===== config.mk =====
export PLATFORM = sky130hd
export DESIGN_NAME = nearest_neighbor_downscaler_top_flat
export DESIGN_NICKNAME = d
export VERILOG_FILES = /design/src/rtl/core/ndd_pkg.sv /design/src/rtl/core/ndd_chan_if.sv /design/src/rtl/core/ndd_div.sv /design/src/rtl/core/ndd_front.sv /design/src/rtl/core/ndd_queue.sv /design/src/rtl/core/nearest_neighbor_downscaler_top.sv /design/src/flat_wrapper.sv
export SDC_FILE = /design/constraint.sdc
export NUM_CORES = 1
export LEC_CHECK = 0
export ABC_AREA = 1
export ABC_CLOCK_PERIOD_IN_PS = 11350
export BUFFER_PORTS_ARGS = -buffer_cell sky130_fd_sc_hd__clkbuf_2
export CELL_PAD_IN_SITES_DETAIL_PLACEMENT = 0
export CELL_PAD_IN_SITES_GLOBAL_PLACEMENT = 1
export CORE_MARGIN = 2
export CORE_UTILIZATION = 52
export CTS_CLUSTER_SIZE = 8
export DETAILED_ROUTE_END_ITERATION = 8
export PLACE_DENSITY = 0.91
export SKIP_CTS_REPAIR_TIMING = 1
export SYNTH_ARGS = -nofsm -noshare
export SYNTH_HDL_FRONTEND = slang
export SYNTH_SLANG_ARGS = --single-unit
export TNS_END_PERCENT = 1

===== constraint.sdc =====
create_clock -name i_clk -period 11.35 [get_ports i_clk]
set_input_delay 0.5675 -clock i_clk [delete_from_list [all_inputs] [get_ports i_clk]]
set_output_delay 0.5675 -clock i_clk [all_outputs]
set_load 0.01 [all_outputs]

===== src/rtl/core/ndd_pkg.sv =====
`timescale 1ns / 1ps
// Shared types and constants of the nearest-neighbor downscaler.
// No dependencies; all files but ndd_chan_if refer to it by scoped names.
package ndd_pkg;

    localparam int CFG_W       = 12;
    localparam int CFG_IDX_W   = 2;
    localparam int PIX_W       = 16;
    localparam int DCOORD_W    = 11;
    localparam int QUEUE_DEPTH = 4;

    localparam logic [CFG_IDX_W-1:0] REG_SRC_W = 2'd0;
    localparam logic [CFG_IDX_W-1:0] REG_SRC_H = 2'd1;
    localparam logic [CFG_IDX_W-1:0] REG_DST_W = 2'd2;
    localparam logic [CFG_IDX_W-1:0] REG_DST_H = 2'd3;

    localparam logic [CFG_W-1:0] RST_SRC_W = 12'd320;
    localparam logic [CFG_W-1:0] RST_SRC_H = 12'd240;
    localparam logic [CFG_W-1:0] RST_DST_W = 12'd160;
    localparam logic [CFG_W-1:0] RST_DST_H = 12'd120;

    typedef struct packed {
        logic [CFG_W-1:0] src_w;
        logic [CFG_W-1:0] src_h;
        logic [CFG_W-1:0] dst_w;
        logic [CFG_W-1:0] dst_h;
    } t_cfg;

    typedef struct packed {
        logic             busy;
        logic [CFG_W-1:0] q_col;
        logic [CFG_W-1:0] r_col;
        logic [CFG_W-1:0] q_row;
        logic [CFG_W-1:0] r_row;
    } t_setup;

    typedef struct packed {
        logic [PIX_W-1:0] pixel_in;
        logic             frame_start;
    } t_in_word;

    typedef struct packed {
        logic [PIX_W-1:0]    pixel_out;
        logic [DCOORD_W-1:0] dest_col;
        logic [DCOORD_W-1:0] dest_row;
        logic                frame_last;
        logic                config_error;
    } t_out_word;

endpackage


===== src/rtl/core/ndd_chan_if.sv =====
`timescale 1ns / 1ps
// Valid/ready channel carrying one word of type T.
// Depends on nothing; the payload type comes from the instance.
interface ndd_chan_if #(
    parameter type T = logic
);
    logic valid;
    logic ready;
    T     data;

    modport source (output valid, output data, input ready);
    modport sink   (input valid, input data, output ready);
endinterface


===== src/rtl/core/ndd_div.sv =====
`timescale 1ns / 1ps
// Setup divider: (src-1)/(dst-1) quotient and remainder for columns, then rows.
// One restoring step per cycle on a shared unit. Depends on ndd_pkg.
module ndd_div (
    input  logic            i_clk,
    input  logic            i_rst_n,
    input  logic            i_start,
    input  ndd_pkg::t_cfg   i_cfg,
    output ndd_pkg::t_setup o_setup
);
    localparam int W    = ndd_pkg::CFG_W;
    localparam int CNTW = $clog2(W);

    localparam logic [1:0] ST_IDLE = 2'd0;
    localparam logic [1:0] ST_LOAD = 2'd1;
    localparam logic [1:0] ST_COL  = 2'd2;
    localparam logic [1:0] ST_ROW  = 2'd3;

    logic [1:0]      r_state, n_state;
    logic [CNTW-1:0] r_cnt, n_cnt;
    logic [W-1:0]    r_quo, n_quo;
    logic [W-1:0]    r_rem, n_rem;
    logic [W-1:0]    r_den, n_den;
    logic [W-1:0]    r_q_col, n_q_col, r_r_col, n_r_col;
    logic [W-1:0]    r_q_row, n_q_row, r_r_row, n_r_row;

    logic [W:0]   shifted;
    logic         ge;
    logic [W-1:0] rem_step;
    logic [W-1:0] quo_step;
    logic         last_step;

    always_comb begin
        shifted   = {r_rem, r_quo[W-1]};
        ge        = shifted >= {1'b0, r_den};
        rem_step  = ge ? W'(shifted - {1'b0, r_den}) : W'(shifted);
        quo_step  = {r_quo[W-2:0], ge};
        last_step = r_cnt == CNTW'(W - 1);
    end

    always_comb begin
        n_state = r_state;
        n_cnt   = r_cnt + 1'b1;
        n_quo   = quo_step;
        n_rem   = rem_step;
        n_den   = r_den;
        n_q_col = r_q_col;
        n_r_col = r_r_col;
        n_q_row = r_q_row;
        n_r_row = r_r_row;
        unique case (r_state)
            ST_IDLE: begin
                n_cnt = r_cnt;
                n_quo = r_quo;
                n_rem = r_rem;
            end
            ST_LOAD: begin
                n_cnt   = '0;
                n_quo   = i_cfg.src_w - 1'b1;
                n_den   = i_cfg.dst_w - 1'b1;
                n_rem   = '0;
                n_state = ST_COL;
            end
            ST_COL: begin
                if (last_step) begin
                    n_q_col = quo_step;
                    n_r_col = rem_step;
                    n_cnt   = '0;
                    n_quo   = i_cfg.src_h - 1'b1;
                    n_den   = i_cfg.dst_h - 1'b1;
                    n_rem   = '0;
                    n_state = ST_ROW;
                end
            end
            ST_ROW: begin
                if (last_step) begin
                    n_q_row = quo_step;
                    n_r_row = rem_step;
                    n_state = ST_IDLE;
                end
            end
        endcase
        if (i_start) begin
            n_state = ST_LOAD;
        end
    end

    always_ff @(posedge i_clk) begin
        if (!i_rst_n) begin
            r_state <= ST_LOAD;
            r_cnt   <= '0;
        end else begin
            r_state <= n_state;
            r_cnt   <= n_cnt;
        end
        r_quo   <= n_quo;
        r_rem   <= n_rem;
        r_den   <= n_den;
        r_q_col <= n_q_col;
        r_r_col <= n_r_col;
        r_q_row <= n_q_row;
        r_r_row <= n_r_row;
    end

    assign o_setup.busy  = r_state != ST_IDLE;
    assign o_setup.q_col = r_q_col;
    assign o_setup.r_col = r_r_col;
    assign o_setup.q_row = r_q_row;
    assign o_setup.r_row = r_r_row;

`ifndef SYNTHESIS
    a_busy_ends_after_rows: assert property (@(posedge i_clk) disable iff (!i_rst_n)
        $fell(o_setup.busy) |-> $past(r_state) == ST_ROW)
        else $error("setup finished outside the row phase");
`endif

endmodule


===== src/rtl/core/ndd_front.sv =====
`timescale 1ns / 1ps
// Front end: accept source pixels, track source and destination positions,
// select pixels and emit result words. Depends on ndd_pkg and ndd_chan_if.
module ndd_front #(
    parameter int CW = 11
) (
    input  logic               i_clk,
    input  logic               i_rst_n,
    input  ndd_pkg::t_cfg      i_cfg,
    input  logic               i_cfg_ok,
    input  ndd_pkg::t_setup    i_setup,
    input  logic               i_full,
    ndd_chan_if.sink           i_pix,
    output logic               o_push,
    output ndd_pkg::t_out_word o_word
);
    localparam int W = ndd_pkg::CFG_W;

    logic [CW-1:0] r_scol, n_scol, r_srow, n_srow;
    logic [CW-1:0] r_dcol, n_dcol, r_drow, n_drow;
    logic [CW-1:0] r_tcol, n_tcol, r_trow, n_trow;
    logic [W-1:0]  r_acol, n_acol, r_arow, n_arow;

    logic [CW-1:0] init_col, init_row;
    logic [CW-1:0] c_scol, c_srow, c_dcol, c_drow, c_tcol, c_trow;
    logic [W-1:0]  c_acol, c_arow;
    logic          accept, fs, hit, col_more, row_more, last, row_end, frame_end;
    logic [W:0]    sum_col, sum_row, dw_m1, dh_m1;
    logic          wrap_col, wrap_row;

    assign i_pix.ready = !i_setup.busy && !i_full;
    assign accept      = i_pix.valid && i_pix.ready;
    assign fs          = i_pix.data.frame_start;

    always_comb begin
        init_col = (i_cfg.dst_w <= W'(1)) ? CW'(i_cfg.src_w >> 1) : '0;
        init_row = (i_cfg.dst_h <= W'(1)) ? CW'(i_cfg.src_h >> 1) : '0;
        c_scol   = fs ? '0 : r_scol;
        c_srow   = fs ? '0 : r_srow;
        c_dcol   = fs ? '0 : r_dcol;
        c_drow   = fs ? '0 : r_drow;
        c_tcol   = fs ? init_col : r_tcol;
        c_trow   = fs ? init_row : r_trow;
        c_acol   = fs ? '0 : r_acol;
        c_arow   = fs ? '0 : r_arow;

        hit       = c_srow == c_trow && c_scol == c_tcol;
        col_more  = (W + 1)'(c_dcol) + 1'b1 < {1'b0, i_cfg.dst_w};
        row_more  = (W + 1)'(c_drow) + 1'b1 < {1'b0, i_cfg.dst_h};
        last      = !col_more && !row_more;
        row_end   = (W + 1)'(c_scol) + 1'b1 >= {1'b0, i_cfg.src_w};
        frame_end = (W + 1)'(c_srow) + 1'b1 >= {1'b0, i_cfg.src_h};

        dw_m1    = {1'b0, i_cfg.dst_w} - 1'b1;
        dh_m1    = {1'b0, i_cfg.dst_h} - 1'b1;
        sum_col  = {1'b0, c_acol} + {1'b0, i_setup.r_col};
        sum_row  = {1'b0, c_arow} + {1'b0, i_setup.r_row};
        wrap_col = sum_col >= dw_m1;
        wrap_row = sum_row >= dh_m1;
    end

    always_comb begin
        n_scol = r_scol;
        n_srow = r_srow;
        n_dcol = r_dcol;
        n_drow = r_drow;
        n_tcol = r_tcol;
        n_trow = r_trow;
        n_acol = r_acol;
        n_arow = r_arow;
        if (accept && i_cfg_ok) begin
            n_scol = c_scol + 1'b1;
            n_srow = c_srow;
            n_dcol = c_dcol;
            n_drow = c_drow;
            n_tcol = c_tcol;
            n_trow = c_trow;
            n_acol = c_acol;
            n_arow = c_arow;
            if (hit && col_more) begin
                n_dcol = c_dcol + 1'b1;
                n_tcol = CW'((W + 1)'(c_tcol) + (W + 1)'(i_setup.q_col)
                             + (W + 1)'(wrap_col));
                n_acol = wrap_col ? W'(sum_col - dw_m1) : W'(sum_col);
            end
            if (row_end) begin
                n_scol = '0;
                n_srow = c_srow + 1'b1;
                if (c_srow == c_trow && row_more) begin
                    n_drow = c_drow + 1'b1;
                    n_trow = CW'((W + 1)'(c_trow) + (W + 1)'(i_setup.q_row)
                                 + (W + 1)'(wrap_row));
                    n_arow = wrap_row ? W'(sum_row - dh_m1) : W'(sum_row);
                    n_dcol = '0;
                    n_tcol = init_col;
                    n_acol = '0;
                end
            end
        end
        if (i_setup.busy || (accept && (!i_cfg_ok || (row_end && frame_end)))) begin
            n_scol = '0;
            n_srow = '0;
            n_dcol = '0;
            n_drow = '0;
            n_tcol = init_col;
            n_trow = init_row;
            n_acol = '0;
            n_arow = '0;
        end
    end

    always_ff @(posedge i_clk) begin
        if (!i_rst_n) begin
            r_scol <= '0;
            r_srow <= '0;
            r_dcol <= '0;
            r_drow <= '0;
            r_tcol <= '0;
            r_trow <= '0;
            r_acol <= '0;
            r_arow <= '0;
        end else begin
            r_scol <= n_scol;
            r_srow <= n_srow;
            r_dcol <= n_dcol;
            r_drow <= n_drow;
            r_tcol <= n_tcol;
            r_trow <= n_trow;
            r_acol <= n_acol;
            r_arow <= n_arow;
        end
    end

    always_comb begin
        o_push = accept && (!i_cfg_ok || hit);
        o_word = '0;
        if (!i_cfg_ok) begin
            o_word.config_error = 1'b1;
        end else begin
            o_word.pixel_out  = i_pix.data.pixel_in;
            o_word.dest_col   = ndd_pkg::DCOORD_W'(c_dcol);
            o_word.dest_row   = ndd_pkg::DCOORD_W'(c_drow);
            o_word.frame_last = last;
        end
    end

`ifndef SYNTHESIS
    a_no_accept_in_setup: assert property (@(posedge i_clk) disable iff (!i_rst_n)
        $past(i_setup.busy) |-> r_scol == '0 && r_srow == '0 && r_dcol == '0)
        else $error("position moved during setup");
    a_error_word_clean: assert property (@(posedge i_clk) disable iff (!i_rst_n)
        o_push && o_word.config_error |-> o_word.pixel_out == '0 && !o_word.frame_last)
        else $error("error word carries pixel data");
`endif

endmodule


===== src/rtl/core/ndd_queue.sv =====
`timescale 1ns / 1ps
// Back end: short result queue that drives the output channel and decouples
// the receiver from the front end. Depends on ndd_pkg and ndd_chan_if.
module ndd_queue (
    input  logic               i_clk,
    input  logic               i_rst_n,
    input  logic               i_push,
    input  ndd_pkg::t_out_word i_word,
    output logic               o_full,
    ndd_chan_if.source         o_pix
);
    localparam int DEPTH = ndd_pkg::QUEUE_DEPTH;
    localparam int PW    = $clog2(DEPTH);

    ndd_pkg::t_out_word r_mem [DEPTH];
    logic [PW-1:0]      r_wr, r_rd;
    logic [PW:0]        r_count, n_count;
    logic               pop;

    assign pop         = o_pix.valid && o_pix.ready;
    assign o_full      = r_count == (PW + 1)'(DEPTH);
    assign o_pix.valid = r_count != '0;
    assign o_pix.data  = r_mem[r_rd];

    always_comb begin
        n_count = r_count;
        if (i_push && !pop) begin
            n_count = r_count + 1'b1;
        end else if (!i_push && pop) begin
            n_count = r_count - 1'b1;
        end
    end

    always_ff @(posedge i_clk) begin
        if (!i_rst_n) begin
            r_wr    <= '0;
            r_rd    <= '0;
            r_count <= '0;
        end else begin
            r_count <= n_count;
            if (i_push) begin
                r_wr <= r_wr + 1'b1;
            end
            if (pop) begin
                r_rd <= r_rd + 1'b1;
            end
        end
    end

    always_ff @(posedge i_clk) begin
        if (i_push) begin
            r_mem[r_wr] <= i_word;
        end
    end

`ifndef SYNTHESIS
    a_no_push_when_full: assert property (@(posedge i_clk) disable iff (!i_rst_n)
        !(i_push && o_full))
        else $error("word pushed into full queue");
    a_drain_last: assert property (@(posedge i_clk) disable iff (!i_rst_n)
        r_count == (PW + 1)'(1) && pop && !i_push |=> !o_pix.valid)
        else $error("queue shows a word after draining");
`endif

endmodule


===== src/rtl/core/nearest_neighbor_downscaler_top.sv =====
`timescale 1ns / 1ps
// Nearest-neighbor downscaler for RGB565 pixel streams.
// i_pix takes source pixels in raster order; frame_start on a word restarts
// the frame position. o_pix gives the selected pixels in destination raster
// order with their destination column and row, frame_last on the last one,
// and config_error words (one per input word) while the sizes are invalid.
// Registers: index 0 source width, 1 source height, 2 destination width,
// 3 destination height, written through i_cfg_we / i_cfg_idx / i_cfg_data.
// After reset and after every register write a shared divider computes the
// column and row step ratios while i_pix.ready is held low.
// Then one pixel is accepted per cycle unless the queue is full. Each selected
// pixel goes into a registered four-word result queue that drives o_pix and
// absorbs receiver stalls; once full, i_pix.ready drops until a word is taken.
// Reset restores sizes 320x240 to 160x120 and clears the frame position.
module nearest_neighbor_downscaler_top #(
    parameter int MAX_DIMENSION = 2048
) (
    input  logic                          i_clk,
    input  logic                          i_rst_n,
    input  logic                          i_cfg_we,
    input  logic [ndd_pkg::CFG_IDX_W-1:0] i_cfg_idx,
    input  logic [ndd_pkg::CFG_W-1:0]     i_cfg_data,
    ndd_chan_if.sink                      i_pix,
    ndd_chan_if.source                    o_pix
);
    localparam int W  = ndd_pkg::CFG_W;
    localparam int CW = $clog2(MAX_DIMENSION);
    localparam logic [W:0] MAX_V = (W + 1)'(MAX_DIMENSION);

    ndd_pkg::t_cfg      r_cfg;
    logic               r_cfg_ok, n_cfg_ok;
    ndd_pkg::t_setup    setup;
    ndd_pkg::t_out_word word;
    logic               push;
    logic               full;

    always_ff @(posedge i_clk) begin
        if (!i_rst_n) begin
            r_cfg.src_w <= ndd_pkg::RST_SRC_W;
            r_cfg.src_h <= ndd_pkg::RST_SRC_H;
            r_cfg.dst_w <= ndd_pkg::RST_DST_W;
            r_cfg.dst_h <= ndd_pkg::RST_DST_H;
        end else if (i_cfg_we) begin
            unique case (i_cfg_idx)
                ndd_pkg::REG_SRC_W: r_cfg.src_w <= i_cfg_data;
                ndd_pkg::REG_SRC_H: r_cfg.src_h <= i_cfg_data;
                ndd_pkg::REG_DST_W: r_cfg.dst_w <= i_cfg_data;
                ndd_pkg::REG_DST_H: r_cfg.dst_h <= i_cfg_data;
            endcase
        end
    end

    always_comb begin
        n_cfg_ok = r_cfg.src_w != '0 && {1'b0, r_cfg.src_w} <= MAX_V
                && r_cfg.src_h != '0 && {1'b0, r_cfg.src_h} <= MAX_V
                && r_cfg.dst_w != '0 && {1'b0, r_cfg.dst_w} <= MAX_V
                && r_cfg.dst_h != '0 && {1'b0, r_cfg.dst_h} <= MAX_V
                && r_cfg.dst_w <= r_cfg.src_w && r_cfg.dst_h <= r_cfg.src_h;
    end

    always_ff @(posedge i_clk) begin
        if (!i_rst_n) begin
            r_cfg_ok <= 1'b0;
        end else begin
            r_cfg_ok <= n_cfg_ok;
        end
    end

    ndd_div u_div (
        .i_clk   (i_clk),
        .i_rst_n (i_rst_n),
        .i_start (i_cfg_we),
        .i_cfg   (r_cfg),
        .o_setup (setup)
    );

    ndd_front #(
        .CW (CW)
    ) u_front (
        .i_clk    (i_clk),
        .i_rst_n  (i_rst_n),
        .i_cfg    (r_cfg),
        .i_cfg_ok (r_cfg_ok),
        .i_setup  (setup),
        .i_full   (full),
        .i_pix    (i_pix),
        .o_push   (push),
        .o_word   (word)
    );

    ndd_queue u_queue (
        .i_clk   (i_clk),
        .i_rst_n (i_rst_n),
        .i_push  (push),
        .i_word  (word),
        .o_full  (full),
        .o_pix   (o_pix)
    );

endmodule


===== src/flat_wrapper.sv =====
// flat-port wrapper written by rule: the top's interface ports become plain ports
module nearest_neighbor_downscaler_top_flat 
#(
    parameter int MAX_DIMENSION = 2048
)
  (i_clk, i_rst_n, i_cfg_we, i_cfg_idx, i_cfg_data, i_pix_valid, i_pix_data, i_pix_ready, o_pix_valid, o_pix_data, o_pix_ready);
  ndd_chan_if #(.T(ndd_pkg::t_in_word)) i_pix_i ();
  ndd_chan_if #(.T(ndd_pkg::t_out_word)) o_pix_i ();
  input  logic i_clk;
  input  logic i_rst_n;
  input  logic i_cfg_we;
  input  logic [ndd_pkg::CFG_IDX_W-1:0] i_cfg_idx;
  input  logic [ndd_pkg::CFG_W-1:0] i_cfg_data;
  input wire logic [$bits(i_pix_i.valid)-1:0] i_pix_valid;
  input wire logic [$bits(i_pix_i.data)-1:0] i_pix_data;
  output wire logic [$bits(i_pix_i.ready)-1:0] i_pix_ready;
  output wire logic [$bits(o_pix_i.valid)-1:0] o_pix_valid;
  output wire logic [$bits(o_pix_i.data)-1:0] o_pix_data;
  input wire logic [$bits(o_pix_i.ready)-1:0] o_pix_ready;
  assign i_pix_i.valid = i_pix_valid;
  assign i_pix_i.data = i_pix_data;
  assign i_pix_ready = i_pix_i.ready;
  assign o_pix_valid = o_pix_i.valid;
  assign o_pix_data = o_pix_i.data;
  assign o_pix_i.ready = o_pix_ready;
  nearest_neighbor_downscaler_top #(.MAX_DIMENSION(MAX_DIMENSION)) u_core (.i_clk(i_clk), .i_rst_n(i_rst_n), .i_cfg_we(i_cfg_we), .i_cfg_idx(i_cfg_idx), .i_cfg_data(i_cfg_data), .i_pix(i_pix_i), .o_pix(o_pix_i));
endmodule

==> results by group <==
Status
  – Outcome: complete, no violations

Worst setup path
  – Crit start category: primary input
  – Slack of the worst reg-to-reg path: between 5 and 6 ns
  – Largest stage delay on the critical path: 0.56 ns
  – Critical path endpoint category: register
  – Endpoint arrival time on the critical path: ~7.2 ns
  – Library cell contributing the largest single delay on the critical path: sky130_fd_sc_hd__fa_1
  – Critical path required time: 11.87 ns
  – Worst Setup Path Type: in -> reg
  – Max Fanout on Critical Path: between 40 and 50
  – Cell occurring most often along the worst timing path: sky130_fd_sc_hd__nand2_1

Layout
  – Layout cell share with drive strength beyond 1: approximately 7.2%
  – Final Net Count: approximately 3,200
  – Final instance count without filler cells: between 3,000 and 4,000
  – Signed area change from the synthesized netlist to the final layout: 9.976%
  – Number of antenna cells inserted: 0

Clock network
  – Buffers from clock root to sink, at most: 3
  – Clock latency on the worst-skew pair: 0.61 ns
  – Buffer type at the clock tree root: sky130_fd_sc_hd__clkbuf_16
  – Inserted Clock Buffers: 55
  – H-tree lvl count: 2
  – Clock Pin Slew Worst Setup and Hold Paths: ~0.050 ns
  – Clock Sinks: ~400
  – CTS tree: built

Global route
  – Via count of the first global-routing pass: roughly 20,000
  – First-pass GRT wire length: 107.9 mm
  – Residual overflow from global routing: 0
  – Number of antenna violations at the first check in global routing: 0
  – Total track usage: around 29%
  – Largest net degree at the start of global routing: 81

Die
  – Starting utilization of the core area: 52.81%
  – Overall die width: between 200 and 250 um
  – Overall die height: approximately 220 um
  – Standard-cell row count: between 70 and 80
  – Core Footprint: about 0.046 mm2
  – Die area: ~0.048 mm2
  – Boundary Pins: 78

Route
  – Detailed Routing Iterations Pass 1: 5
  – Drt wl/cell: 19.11 um
  – Ratio of routed vias to standard cells: 5.709
  – DR DRC count: 0
  – Final WL: around 70 mm
  – Count of vias placed by the detailed router: roughly 21,000
  – Antenna violation net count after detailed routing: 0
  – Initial DRC count: about 1,800

Placed design
  – Hpwl dp: 50.60 mm
  – Routability cong.: between 0.9 and 1
  – Placed Instances: 3,561
  – Number of I/O port buffers: 77
  – Placement-stage worst setup slack: 4.112 ns

Synth
  – Yosys top cell area share: around 30%
  – Yosys reg bits: between 300 and 400
  – Post-synth EDFFs: around 240
  – Fraction of synthesized area in multiplexers: less than 1%
  – Complex-gate fraction of the synthesized area: between 10% and 20%
  – Average size of a mapped cell: just over 8 um2
  – Number of warnings issued by yosys: 0
  – Number of distinct library cells after synthesis: 55
  – Top cells by area in the synthesized netlist: sky130_fd_sc_hd__edfxtp_1 (30%), sky130_fd_sc_hd__dfxtp_1 (13%), sky130_fd_sc_hd__ha_1 (8.7%)
  – Top FF cell, synth: sky130_fd_sc_hd__edfxtp_1
  – Syn Nets: ~3,200
  – Largest area contributor in the synthesized netlist: sky130_fd_sc_hd__edfxtp_1
  – Main combinational cell family by area after synthesis: simple AND/OR/NAND/NOR gates
  – Area share of and/or/nand/nor cells after synthesis: 19.97%
  – Xor and xnor fraction of the mapped netlist area: 3.894%
  – Asr flop ratio synth: 0%
  – Post-synthesis share of cell area spent on full adders, half adders and majority gates: a little under a tenth
  – Part of the Yosys area used for sequential elements: between 40% and 50%
  – Number of cells produced by synthesis: 2,974
  – Post-synth design cell area: 0.02407 mm2

Run
  – Count of max-cap constraint violations: 0

Timing
  – Unrepaired setup endpoints after global routing: false
  – Slew HR: around 14%
  – Final Max Tran Viols: 0
  – Share of the clock period used by the worst path after layout: around three fifths
  – Number of hold violations in the final report: 0
  – Setup violations, final: 0
  – Layout Skew: around 0.026 ns
  – Summed negative setup slack over all endpoints: 0 ns
  – Worst slew pin tran: 1.285 ns
  – Time the final worst path needs with I/O delays and setup: roughly 6.7 ns
  – Worst setup slack after layout: between 4 and 5 ns
  – Maximum achievable frequency: between 100 and 150 MHz
  – Worst hold margin: 0.2207 ns

Min path
  – Kind of path behind the tightest hold check: in -> reg

Pwr
  – Reported leakage power: 11.30 nW
  – VDD IR max: 0.0001520 V
  – PwrDens: about 160 mW/mm2
state kept, by name, indices dropped and copies added, names as in the netlist, 12 cells and up, named ones only:
signal,count
u_core.u_front.r_acol,12
u_core.u_div.r_r_col,12
u_core.u_div.r_den,12
u_core.u_div.r_quo,12
u_core.u_front.r_arow,12
u_core.u_div.r_rem,12
u_core.u_queue.r_mem,160
u_core.r_cfg,48
u_core.u_div.r_r_row,12
synth_stat cells (45+ instances only):
master / instances
sky130_fd_sc_hd__o211ai_1: 50
sky130_fd_sc_hd__xor2_1: 78
sky130_fd_sc_hd__clkbuf_1: 73
sky130_fd_sc_hd__nand4_1: 52
sky130_fd_sc_hd__o22ai_1: 45
sky130_fd_sc_hd__o21ai_0: 244
sky130_fd_sc_hd__inv_1: 368
sky130_fd_sc_hd__ha_1: 168
sky130_fd_sc_hd__a21oi_1: 259
sky130_fd_sc_hd__dfxtp_1: 154
sky130_fd_sc_hd__nor2_1: 300
sky130_fd_sc_hd__nand2_1: 519
sky130_fd_sc_hd__edfxtp_1: 242
sky130_fd_sc_hd__nand3_1: 173
report_power, final:
part / total, mW / internal [mW] / switching, mW
logic: 1.01 / 0.309 / 0.701
registers: 1.71 / 1.65 / 0.0603
clock network: 1.55 / 0.915 / 0.632
total: 4.27 / 2.87 / 1.39
path summary, 6_finish.rpt:
check / start / end / cells past startpoint
worst max-delay path: i_pix_data[0] / u_core.u_front.r_trow[10] / 31
worst min-delay path: i_cfg_we / u_core.u_div.r_state[0] / 3
worst max register to register: u_core.u_front.r_arow[0] / u_core.u_front.r_trow[10] / 29
worst min register to register: u_core.u_front.r_dcol[0] / u_core.u_front.r_dcol[0] / 2
routing by layer:
layer / GRT usage (%) / share of wire [%] / vias to the layer above
met5: 0 / 0 / -
met4: 9.505 / 3.0 / 0
met3: 5.170 / 7.8 / 133
met2: 47.29 / 46 / 775
met1: 39.04 / 44 / 9811
li1: - / - / 10190
placed cells by master (no fill, tap or decap), types with 42 or more instances in the layout:
| cell | instances |
|---|---|
| sky130_fd_sc_hd__a21oi_1 | 259 |
| sky130_fd_sc_hd__clkbuf_16 | 55 |
| sky130_fd_sc_hd__clkbuf_1 | 42 |
| sky130_fd_sc_hd__clkbuf_2 | 77 |
| sky130_fd_sc_hd__o21ai_0 | 244 |
| sky130_fd_sc_hd__nand4_1 | 52 |
| sky130_fd_sc_hd__ha_1 | 168 |
| sky130_fd_sc_hd__o22ai_1 | 45 |
| sky130_fd_sc_hd__dfxtp_1 | 153 |
| sky130_fd_sc_hd__o211ai_1 | 50 |
| sky130_fd_sc_hd__nand2_1 | 518 |
| sky130_fd_sc_hd__inv_1 | 368 |
| sky130_fd_sc_hd__xor2_1 | 78 |
| sky130_fd_sc_hd__nor2_1 | 294 |
| sky130_fd_sc_hd__edfxtp_1 | 242 |
| sky130_fd_sc_hd__nand3_1 | 173 |
worst max-delay path, delay by kind of cell:
kind / cells / cell delay [ns]
adders and majority gates: 5 / 2.02
and+or+nand+nor: 13 / 1.65
buffers and inverters: 6 / 1.58
AOI/OAI and AO/OA: 5 / 0.96
xor gates and xnor gates: 2 / 0.35
cell families after synthesis:
group / after synthesis
AND/OR/NAND/NOR: 1129
multiplexers: 4
flip-flops: 396
AO/OA/AOI/OAI: 665
adder cells (fa/ha/maj): 178
XOR/XNOR: 107
buffers and inverters: 495
layout make-up:
| cell class | instances | area [um2] |
|---|---|---|
| fill | 4111 | 19110 |
| timing repair buffer | 95 | 520.5 |
| tap | 600 | 750.7 |
| clock inverter | 3 | 48.80 |
| inverter | 387 | 1458 |
| multi-input combinational | 2083 | 11790 |
| clock buffer | 98 | 1548 |
| sequential | 396 | 10350 |
metrics by stage:
step	cell area [um2]	total power, mW	util [%]
6_report	26470	4.267	58.08
5_1_grt	26470	4.475	58.08
4_1_cts	26470	4.286	58.08
3_5_place_dp	24870	2.737	54.57
3_3_place_gp	24870	2.713	54.57
2_1_floorplan	24070	2.373	-
No activity file was read; power rests on OpenSTA's default activity.
